[src/rtl/assert_macros.svh]
// assertion helpers shared by the rtl files
`ifndef ASSERT_MACROS_SVH
`define ASSERT_MACROS_SVH

// same-cycle implication, disabled during reset
`define ASSERT_IMP(label, clk, rst_n, ante, cons, msg) \
    label: assert property (@(posedge clk) disable iff (!rst_n) (ante) |-> (cons)) \
        else $error(msg);

// next-cycle implication, disabled during reset
`define ASSERT_NXT(label, clk, rst_n, ante, cons, msg) \
    label: assert property (@(posedge clk) disable iff (!rst_n) (ante) |=> (cons)) \
        else $error(msg);

`endif

[src/rtl/gcd_pkg.sv]
// ----------------------------------------------------------------------------
// gcd_pkg
// shared widths and the item type passed from front to back
// ----------------------------------------------------------------------------
package gcd_pkg;

    localparam int OPB    = 31;
    localparam int MULT_W = 62;
    localparam int CNT_W  = $clog2(OPB + 1);

    typedef struct packed {
        logic [OPB-1:0] a;
        logic [OPB-1:0] b;
        logic           zero;
    } gcd_item_t;

endpackage

[src/rtl/gcd_front.sv]
// ----------------------------------------------------------------------------
// gcd_front
// accepts an item, flags a zero operand and hands it to the queue
// ----------------------------------------------------------------------------
module gcd_front
    import gcd_pkg::*;
(
    input  logic           clk,
    input  logic           rst_n,
    input  logic           start,
    input  logic [OPB-1:0] first_value,
    input  logic [OPB-1:0] second_value,
    output logic           busy,
    input  logic           q_full,
    output logic           push,
    output gcd_item_t      push_item
);

    logic      valid_reg;
    logic      valid_next;
    gcd_item_t item_reg;

    assign busy      = valid_reg;
    assign push      = valid_reg && !q_full;
    assign push_item = item_reg;

    // holding register valid flag
    always_comb
    begin
        valid_next = valid_reg;
        if (push)
        begin
            valid_next = 1'b0;
        end
        if (start && !busy)
        begin
            valid_next = 1'b1;
        end
    end

    always_ff @(posedge clk or negedge rst_n)
    begin
        if (!rst_n)
        begin
            valid_reg <= 1'b0;
        end
        else
        begin
            valid_reg <= valid_next;
        end
    end

    // capture and classify
    always_ff @(posedge clk)
    begin
        if (start && !busy)
        begin
            item_reg.a    <= first_value;
            item_reg.b    <= second_value;
            item_reg.zero <= (first_value == '0) || (second_value == '0);
        end
    end

endmodule

[src/rtl/gcd_queue.sv]
// ----------------------------------------------------------------------------
// gcd_queue
// two-entry item queue between front and back
// ----------------------------------------------------------------------------
`include "assert_macros.svh"

module gcd_queue
    import gcd_pkg::*;
(
    input  logic      clk,
    input  logic      rst_n,
    input  logic      push,
    input  gcd_item_t push_item,
    input  logic      pop,
    output gcd_item_t pop_item,
    output logic      full,
    output logic      not_empty
);

    gcd_item_t   slot_reg [2];
    logic        wr_ptr_reg, wr_ptr_next;
    logic        rd_ptr_reg, rd_ptr_next;
    logic [1:0]  count_reg, count_next;

    assign full      = (count_reg == 2'd2);
    assign not_empty = (count_reg != 2'd0);
    assign pop_item  = slot_reg[rd_ptr_reg];

    // pointer and count update
    always_comb
    begin
        wr_ptr_next = wr_ptr_reg ^ push;
        rd_ptr_next = rd_ptr_reg ^ pop;
        count_next  = count_reg + {1'b0, push} - {1'b0, pop};
    end

    always_ff @(posedge clk or negedge rst_n)
    begin
        if (!rst_n)
        begin
            wr_ptr_reg <= 1'b0;
            rd_ptr_reg <= 1'b0;
            count_reg  <= 2'd0;
        end
        else
        begin
            wr_ptr_reg <= wr_ptr_next;
            rd_ptr_reg <= rd_ptr_next;
            count_reg  <= count_next;
        end
    end

    // storage
    always_ff @(posedge clk)
    begin
        if (push)
        begin
            slot_reg[wr_ptr_reg] <= push_item;
        end
    end

    `ASSERT_IMP(a_no_overflow, clk, rst_n, push, !full || pop, "queue overflow")
    `ASSERT_IMP(a_no_underflow, clk, rst_n, pop, not_empty, "queue underflow")

endmodule

[src/rtl/gcd_back.sv]
// ----------------------------------------------------------------------------
// gcd_back
// binary gcd, restoring division of the first operand, then one multiply
// ----------------------------------------------------------------------------
`include "assert_macros.svh"

module gcd_back
    import gcd_pkg::*;
(
    input  logic              clk,
    input  logic              rst_n,
    input  logic              q_valid,
    input  gcd_item_t         q_item,
    output logic              pop,
    output logic              done,
    output logic [OPB-1:0]    divisor,
    output logic [MULT_W-1:0] multiple,
    output logic              zero_operand
);

    localparam logic [2:0] ST_IDLE = 3'd0;
    localparam logic [2:0] ST_GCD  = 3'd1;
    localparam logic [2:0] ST_DIV  = 3'd2;
    localparam logic [2:0] ST_MUL  = 3'd3;

    logic [2:0]        state_reg, state_next;
    logic              done_reg, done_next;
    logic [OPB-1:0]    a_reg, a_next;
    logic [OPB-1:0]    b_reg, b_next;
    logic [OPB-1:0]    a0_reg, a0_next;
    logic [OPB-1:0]    b0_reg, b0_next;
    logic [CNT_W-1:0]  k_reg, k_next;
    logic [OPB-1:0]    g_reg, g_next;
    logic [OPB-1:0]    rem_reg, rem_next;
    logic [OPB-1:0]    dvd_reg, dvd_next;
    logic [OPB-1:0]    quo_reg, quo_next;
    logic [CNT_W-1:0]  cnt_reg, cnt_next;
    logic [MULT_W-1:0] mult_reg, mult_next;
    logic              zero_reg, zero_next;
    logic [OPB:0]      trial;
    logic [OPB:0]      trial_sub;
    logic [MULT_W-1:0] product;

    assign pop          = (state_reg == ST_IDLE) && q_valid;
    assign done         = done_reg;
    assign divisor      = g_reg;
    assign multiple     = mult_reg;
    assign zero_operand = zero_reg;

    // one restoring division step
    assign trial     = {rem_reg, dvd_reg[OPB-1]};
    assign trial_sub = trial - {1'b0, g_reg};

    // full-width product of quotient and second operand
    assign product = quo_reg * b0_reg;

    // sequencer
    always_comb
    begin
        state_next = state_reg;
        done_next  = 1'b0;
        a_next     = a_reg;
        b_next     = b_reg;
        a0_next    = a0_reg;
        b0_next    = b0_reg;
        k_next     = k_reg;
        g_next     = g_reg;
        rem_next   = rem_reg;
        dvd_next   = dvd_reg;
        quo_next   = quo_reg;
        cnt_next   = cnt_reg;
        mult_next  = mult_reg;
        zero_next  = zero_reg;
        case (state_reg)
            ST_IDLE:
            begin
                if (q_valid)
                begin
                    a_next    = q_item.a;
                    b_next    = q_item.b;
                    a0_next   = q_item.a;
                    b0_next   = q_item.b;
                    k_next    = '0;
                    zero_next = q_item.zero;
                    if (q_item.zero)
                    begin
                        g_next    = q_item.a | q_item.b;
                        mult_next = '0;
                        done_next = 1'b1;
                    end
                    else
                    begin
                        state_next = ST_GCD;
                    end
                end
            end
            ST_GCD:
            begin
                if (a_reg == b_reg)
                begin
                    g_next     = a_reg << k_reg;
                    rem_next   = '0;
                    dvd_next   = a0_reg;
                    quo_next   = '0;
                    cnt_next   = '0;
                    state_next = ST_DIV;
                end
                else if (!a_reg[0] && !b_reg[0])
                begin
                    a_next = a_reg >> 1;
                    b_next = b_reg >> 1;
                    k_next = k_reg + 1'b1;
                end
                else if (!a_reg[0])
                begin
                    a_next = a_reg >> 1;
                end
                else if (!b_reg[0])
                begin
                    b_next = b_reg >> 1;
                end
                else if (a_reg > b_reg)
                begin
                    a_next = (a_reg - b_reg) >> 1;
                end
                else
                begin
                    b_next = (b_reg - a_reg) >> 1;
                end
            end
            ST_DIV:
            begin
                dvd_next = dvd_reg << 1;
                if (!trial_sub[OPB])
                begin
                    rem_next = trial_sub[OPB-1:0];
                    quo_next = {quo_reg[OPB-2:0], 1'b1};
                end
                else
                begin
                    rem_next = trial[OPB-1:0];
                    quo_next = {quo_reg[OPB-2:0], 1'b0};
                end
                cnt_next = cnt_reg + 1'b1;
                if (cnt_reg == CNT_W'(OPB - 1))
                begin
                    state_next = ST_MUL;
                end
            end
            ST_MUL:
            begin
                mult_next  = product;
                done_next  = 1'b1;
                state_next = ST_IDLE;
            end
            default:
            begin
                state_next = ST_IDLE;
            end
        endcase
    end

    always_ff @(posedge clk or negedge rst_n)
    begin
        if (!rst_n)
        begin
            state_reg <= ST_IDLE;
            done_reg  <= 1'b0;
        end
        else
        begin
            state_reg <= state_next;
            done_reg  <= done_next;
        end
    end

    // datapath registers
    always_ff @(posedge clk)
    begin
        a_reg    <= a_next;
        b_reg    <= b_next;
        a0_reg   <= a0_next;
        b0_reg   <= b0_next;
        k_reg    <= k_next;
        g_reg    <= g_next;
        rem_reg  <= rem_next;
        dvd_reg  <= dvd_next;
        quo_reg  <= quo_next;
        cnt_reg  <= cnt_next;
        mult_reg <= mult_next;
        zero_reg <= zero_next;
    end

    `ASSERT_NXT(a_mul_done, clk, rst_n, state_reg == ST_MUL, done_reg, "missing strobe")
    `ASSERT_IMP(a_zero_mult, clk, rst_n, done_reg && zero_reg, mult_reg == '0, "zero lcm")
    `ASSERT_IMP(a_pop_idle, clk, rst_n, done_reg, state_reg == ST_IDLE, "strobe while busy")

endmodule

[src/rtl/gcd_lcm_unit.sv]
// ----------------------------------------------------------------------------
// gcd_lcm_unit
// gcd and lcm of two 31-bit unsigned operands
// ----------------------------------------------------------------------------
// An item is taken when start is high and busy is low. The front stage
// flags a zero operand and passes the item to a two-entry queue; the back
// stage runs a binary gcd one step per cycle, then a 31-step restoring
// division of the first operand by the gcd and one 31x31 multiply. A
// result is shown for one cycle with done high. A zero operand skips the
// gcd loop, the division and the multiply and goes from the queue straight
// to the done register. Throughput is one item per back-stage run. The
// receiver cannot stall: done is a single cycle strobe. Reset empties the
// front register, the queue and the back sequencer; no item is in flight
// afterward.
// ----------------------------------------------------------------------------
module gcd_lcm_unit
    import gcd_pkg::*;
(
    input  logic              clk,
    input  logic              rst_n,
    input  logic              start,
    output logic              busy,
    input  logic [OPB-1:0]    first_value,
    input  logic [OPB-1:0]    second_value,
    output logic              done,
    output logic [OPB-1:0]    divisor,
    output logic [MULT_W-1:0] multiple,
    output logic              zero_operand
);

    logic      q_full;
    logic      q_valid;
    logic      push;
    logic      pop;
    gcd_item_t push_item;
    gcd_item_t pop_item;

    // accept and classify
    gcd_front u_front (
        .clk          (clk),
        .rst_n        (rst_n),
        .start        (start),
        .first_value  (first_value),
        .second_value (second_value),
        .busy         (busy),
        .q_full       (q_full),
        .push         (push),
        .push_item    (push_item)
    );

    // decoupling queue
    gcd_queue u_queue (
        .clk       (clk),
        .rst_n     (rst_n),
        .push      (push),
        .push_item (push_item),
        .pop       (pop),
        .pop_item  (pop_item),
        .full      (q_full),
        .not_empty (q_valid)
    );

    // compute
    gcd_back u_back (
        .clk          (clk),
        .rst_n        (rst_n),
        .q_valid      (q_valid),
        .q_item       (pop_item),
        .pop          (pop),
        .done         (done),
        .divisor      (divisor),
        .multiple     (multiple),
        .zero_operand (zero_operand)
    );

endmodule
[config.mk]
export PLATFORM = sky130hd
export DESIGN_NAME = gcd_lcm_unit
export DESIGN_NICKNAME = d
export VERILOG_FILES = /design/src/rtl/gcd_pkg.sv /design/src/rtl/gcd_front.sv /design/src/rtl/gcd_queue.sv /design/src/rtl/gcd_back.sv /design/src/rtl/gcd_lcm_unit.sv
export VERILOG_INCLUDE_DIRS = /design/src /design/src/rtl
export SDC_FILE = /design/constraint.sdc
export NUM_CORES = 2
export LEC_CHECK = 0
export ABC_AREA = 1
export BUFFER_PORTS_ARGS = -buffer_cell sky130_fd_sc_hd__buf_2
export CAP_MARGIN = 15
export CORE_ASPECT_RATIO = 0.5
export CORE_MARGIN = 2
export CORE_UTILIZATION = 59
export DETAILED_ROUTE_END_ITERATION = 7
export GPL_TIMING_DRIVEN = 0
export PLACE_DENSITY_LB_ADDON = 0.1
export SKIP_CTS_REPAIR_TIMING = 1
export SLEW_MARGIN = 20
export SYNTH_ARGS = -nofsm -noshare
export SYNTH_HDL_FRONTEND = slang
export SYNTH_SLANG_ARGS = --single-unit
[constraint.sdc]
create_clock -name clk -period 6.53 [get_ports clk]
set_input_delay 0 -clock clk [delete_from_list [all_inputs] [get_ports clk]]
set_output_delay 0 -clock clk [all_outputs]
set_load 0.05 [all_outputs]
* After elaboration in Yosys (flattened, before gate mapping)
Memory sizes are Yosys's and may differ from the RTL's. Cells that the tools add are included.
Cells by class: add/sub/neg operators 7, multipliers 1, order comparisons 1, equal/unequal tests 17, shift operators 1, mux-type cells 46, bitwise logic cells 3, reductions and logical operators 27
Operator list (count):
- 31-bit 2-to-1 mux | 18
- 31-bit case mux with 2 select lines | 6
- 62-bit 2-to-1 mux | 2
- 62-bit case mux with 2 select lines | 1
- 31-bit logical NOT | 2
- 31-bit by 31-bit multiplier with 62-bit output | 1
- 31-bit subtractor | 2
- 32-bit by 31-bit subtractor with 32-bit output | 1
- 31-bit equality test | 1
- 31-bit > comparator | 1
- 31-bit OR | 1
- 31-bit by 5-bit << shifter with 31-bit output | 1
- 5-bit 2-to-1 mux | 4
- 5-bit case mux with 2 select lines | 2
- 4-bit AND reduction | 4
- 3-bit 2-to-1 mux | 4
- 4-bit != test (second input constant) | 3
- 5-bit by 1-bit adder with 5-bit output (second input constant) | 2
- 2-bit by 1-bit != test with 1-bit output (second input constant) | 5
- 5-bit AND reduction | 2
- 2-bit nonzero test | 5
- 3-bit case mux with 3 select lines | 1
- 1-bit 2-to-1 mux | 7
- 3-bit by 2-bit equality test with 1-bit output (second input constant) | 2
- other kinds (15) | 25
Storage, ports and cells: flip-flop bits (word level) 393, memory bits (writable) 126, input port bits 65, output and inout port bits 96, logic and storage cells 127, memories kept 1
Memory list:
- u_queue.slot_reg | words 2, width 63, rd ports 1, clocked after memory_dff 0, wr ports 1, RTL line gcd_queue.sv:20 | gcd_item_t slot_reg [2];

* Logic depth before layout (Yosys ltp)
word-level depth 7, depth in mapped cells 32, mapped depth without buffers 31

* Cells and area by module
Synthesis repeated with hierarchy kept, for this count alone.
Unflattened totals: cell total of the unflattened synthesis 7698, area total of the unflattened synthesis 61196.2 um^2
Modules (own cells, without submodules):
- gcd_back | times used 1, cells each 7180, area an instance 53993.0 um^2
- gcd_queue | times used 1, cells each 353, area an instance 4887.2 um^2
- gcd_front | times used 1, cells each 165, area an instance 2316.0 um^2

* Least setup slack after synthesis
OpenSTA, ideal clock, no wires.
path kind register -> register, from register u_back.a_reg[18], to register u_back.cnt_reg[0] (enable), setup time 0.587 ns, data arrival time 6.359 ns, required time 5.943 ns, path slack -0.417 ns, stages on the path, launching flop included 11, buffers on the path 1, cells stage by stage edfxtp_1 ha_1 buf_2 nand2_1 nor2_2 nand2_2 nor2_4 nand3_4 nand2_1 inv_1 a21oi_1
On the way: longest elaborated chain between the ends 3
RTL lines:
- from (decl) | RTL line gcd_back.sv:28 | logic [OPB-1:0] a_reg, a_next;
- from (signal assigned) | RTL line gcd_back.sv:180 | a_reg <= a_next;
- 31-bit equality test | RTL line gcd_back.sv:99 | if (a_reg == b_reg)
- 2-bit by 1-bit != test with 1-bit output (no line)
- 2-bit AND reduction (no line)
- to (signal assigned) | RTL line gcd_back.sv:189 | cnt_reg <= cnt_next;
- to (decl) | RTL line gcd_back.sv:37 | logic [CNT_W-1:0] cnt_reg, cnt_next;
No other way between the ends. A chain may end at the register's enable or synchronous reset.

* Worst setup path after layout
from register u_back.quo_reg[17], to register u_back.mult_reg[25] (netlist: u_back.multiple[25]), data pin
On the way: longest elaborated chain between the ends 2
RTL lines:
- from (decl) | RTL line gcd_back.sv:36 | logic [OPB-1:0] quo_reg, quo_next;
- from (signal assigned) | RTL line gcd_back.sv:188 | quo_reg <= quo_next;
- 31-bit by 31-bit multiplier with 62-bit output | RTL line gcd_back.sv:55 | assign product = quo_reg * b0_reg;
- 62-bit case mux with 2 select lines | RTL line gcd_back.sv:74 | case (state_reg)
- to (signal assigned) | RTL line gcd_back.sv:190 | mult_reg <= mult_next;
- to (decl) | RTL line gcd_back.sv:38 | logic [MULT_W-1:0] mult_reg, mult_next;
No other way between the ends.

==> results by group <==
CTS
  • TritonCTS Buffers: 49
  • Root buf cell: clkbuf_16
  • Sink Count: a little over 500
  • H-Tree Depth: 2
  • Worst-path clk slew: 0.08 ns
  • Clock Path Buffers: 3
  • CTS tree: done
  • Worst-Skew Late Latency: 0.70 ns

Yosys
  • Number of synthesized flops with an enable pin: between 500 and 600
  • Post-synth ARST share: 0.0154
  • Synth top area cells: fa_1 28%, edfxtp_1 25%, nand2_1 15%, inv_1 11%, ha_1 7.4%
  • Avg Inst Size Synth: 8.00 um^2
  • Post-synthesis sequential area ratio: 0.255
  • Mapped cell area: 60,700 um^2
  • Post-synth cell types: 48
  • Yosys top cell by area: fa_1
  • Synth cell count leaders: 2,477 x nand2_1, 1,845 x inv_1, 840 x fa_1, 510 x edfxtp_1, 392 x nor2_1
  • Yosys reg bits: 518
  • Gate Count Post-Synth: about 7,600
  • Main synth FF type: edfxtp_1
  • Top-count cell post-synth: nand2_1
  • Post-synth top area share: 0.277
  • Synth Warn #: 0
  • Syn Nets: between 8,000 and 9,000

Timing
  • Final setup margin: -0.640 ns
  • Final setup vio count: 44
  • Post-layout minimum cycle time: 7.17 ns
  • Pins Over Slew Limit: 0
  • Worst Skew: 0.0639 ns
  • Slew headroom: 0.166
  • RSZ-0062 raised after global routing: true
  • Final Hold Fails: 0
  • Final worst path period share: 1.10
  • Max Fclk: 0.139 GHz
  • Worst slew pin tran: 1.25 ns

Worst setup path
  • Arrival time worst endpoint: 7.67 ns
  • Startpoint class of the critical path: register
  • Cells along the critical path: buf_6, buf_12, nand2_1, inv_1, fa_1, fa_2, fa_1, inv_1, fa_1, inv_1, fa_1, fa_1, fa_1, fa_1, ha_4, nand2_2, nor2_4, nand2_2, nor2_2, nand2_1, nand3_4, buf_4, o21ai_0, a21oi_1
  • Type of the worst setup path: reg -> reg
  • CP required: approximately 7 ns
  • Critical path's slowest cell: fa_1
  • Critical path's most frequent cell: fa_1
  • Crit. End Element: register
  • Critical Path Fanout Max: 7
  • Slowest Stage Delay on Critical Path: between 0.6 and 0.7 ns

GRT
  • GR Overflow Total: 0
  • Number of global-route vias before repair: around 50,000
  • First-pass GRT wire length: 323,000 um
  • Total GRT Usage: 0.425
  • Largest net degree at the start of global routing: 50
  • Antenna violations before repair: 4

Placement
  • Placer Congestion: around 1.1
  • # port buffers: between 150 and 200
  • DP HPWL: 183,000 um
  • Setup WS pre-CTS: -1.81 ns

Drt
  • Initial DRT Pass Iterations: 6
  • Final ANT Viol Nets: 0
  • Vias: 53,400
  • DR iter-0 viols: 6,979
  • Detailed Route WL: 232,000 um
  • DR vias/cell: 5.66
  • DR DRC count: 0
  • Drt wl/cell: 24.6 um

Die
  • Die height: 231 um
  • Die Wd: between 400 and 500 um
  • Initial Utilization: 0.594
  • Die area: 106,000 um^2
  • Row cnt: 83
  • I/O pin total: approximately 160
  • Core area: between 100,000 and 150,000 um^2

Layout
  • Largest register FFs: 126
  • Fill count: 8,489
  • Finished Core Util: 0.685
  • Layout cell share with drive strength beyond 1: 0.125
  • Final nets: between 9,000 and 10,000
  • Synth-to-Final Area Change: 15.4%

Worst hold path
  • Hold crit path type: in -> reg

Status
  • Failing checks: setup timing
  • Status: complete, but fails checks

Job
  • Max Cap Viol: 0
[through the flow]
| step | cell area, um^2 | TNS [ns] | instances | hold slack [ns] |
|---|---|---|---|---|
| after floorplan | 60700 | 0 | 7594 | -0.296 |
| after global placement | 63200 | -133.12 | 9114 | -0.131 |
| after detailed placement | 63800 | -65.21 | 9135 | -0.135 |
| after CTS | 65500 | -64.73 | 9226 | -0.840 |
| after global routing | 70000 | -25.34 | 9418 | 0.0430 |
| final | 70100 | -20.72 | 9422 | 0.0477 |
[worst max-delay path, delay by kind of cell, from the launching register on]
kind | cells | cell delay [ns]
buffers and inverters | 6 | 0.63
and+or+nand+nor | 7 | 0.91
DFF | 1 | 0.52
AOI/OAI and AO/OA | 2 | 0.33
adders and majority gates | 9 | 4.58
[kinds of logic (layout without fill, tap and decap cells)]
logic type | after synthesis | count (layout) | share of synthesized area
other cells | 0 | 4 | 0
mux | 7 | 7 | 0.00115
compound gates | 503 | 503 | 0.0445
buf+inv | 2135 | 2599 | 0.133
xor+xnor | 62 | 62 | 0.00894
flops | 518 | 518 | 0.255
simple gates | 3170 | 3170 | 0.206
fa+ha+maj | 1199 | 1199 | 0.351
[final timing paths]
path,startpoint,end,slack [ns],depth (start not counted)
min reg2reg,u_front.push_item[10]$_DFFE_PP_,u_queue.slot_reg[1][10]$_DFFE_PP_,0.45,0
max in group asynchronous,rst_n,u_queue.rd_ptr_reg$_DFF_PN0_,5.82,3
min in group asynchronous,rst_n,u_queue.count_reg[0]$_DFF_PN0_,0.39,3
max,u_back.quo_reg[17]$_SDFFCE_PN0P_,u_back.multiple[25]$_SDFFCE_PN0P_,-0.64,24
min,first_value[24],u_front.push_item[56]$_DFFE_PP_,0.05,2
max reg2reg,u_back.quo_reg[17]$_SDFFCE_PN0P_,u_back.multiple[25]$_SDFFCE_PN0P_,-0.64,24
[cells in the final DEF, fill, tap and decap left out, types with 140 or more instances in the layout]
master    count
a21oi_1     154
buf_2       190
buf_4       140
edfxtp_1    510
fa_1        806
ha_1        331
inv_1      1800
nand2_1    2410
nor2_1      332
o21ai_0     176
[layout make-up]
| type | instances | area, um^2 | area share |
|---|---|---|---|
| Sequential cell | 518 | 15500 | 0.221 |
| Timing Repair Buffer | 374 | 3090 | 0.0441 |
| Multi-Input combinational cell | 4941 | 38800 | 0.554 |
| Buffer | 280 | 2260 | 0.0323 |
| Tap cell | 1360 | 1700 | 0.0243 |
| Inverter | 1854 | 6970 | 0.0994 |
| Clock buffer | 56 | 1250 | 0.0179 |
| Antenna cell | 4 | 10.0 | 0.000143 |
| Clock inverter | 35 | 469 | 0.00670 |
[routing by layer]
layer / wire length, um / up-vias / global-route usage
li1: - / 23400 / -
met1: 85100 / 25700 / 0.558
met2: 99400 / 3477 / 0.626
met3: 32400 / 785 / 0.142
met4: 15100 / 6 / 0.229
met5: 103 / - / 0
Power is not shown: default switching activity piles up to over one toggle a cycle in this logic, so the estimate is an artifact.
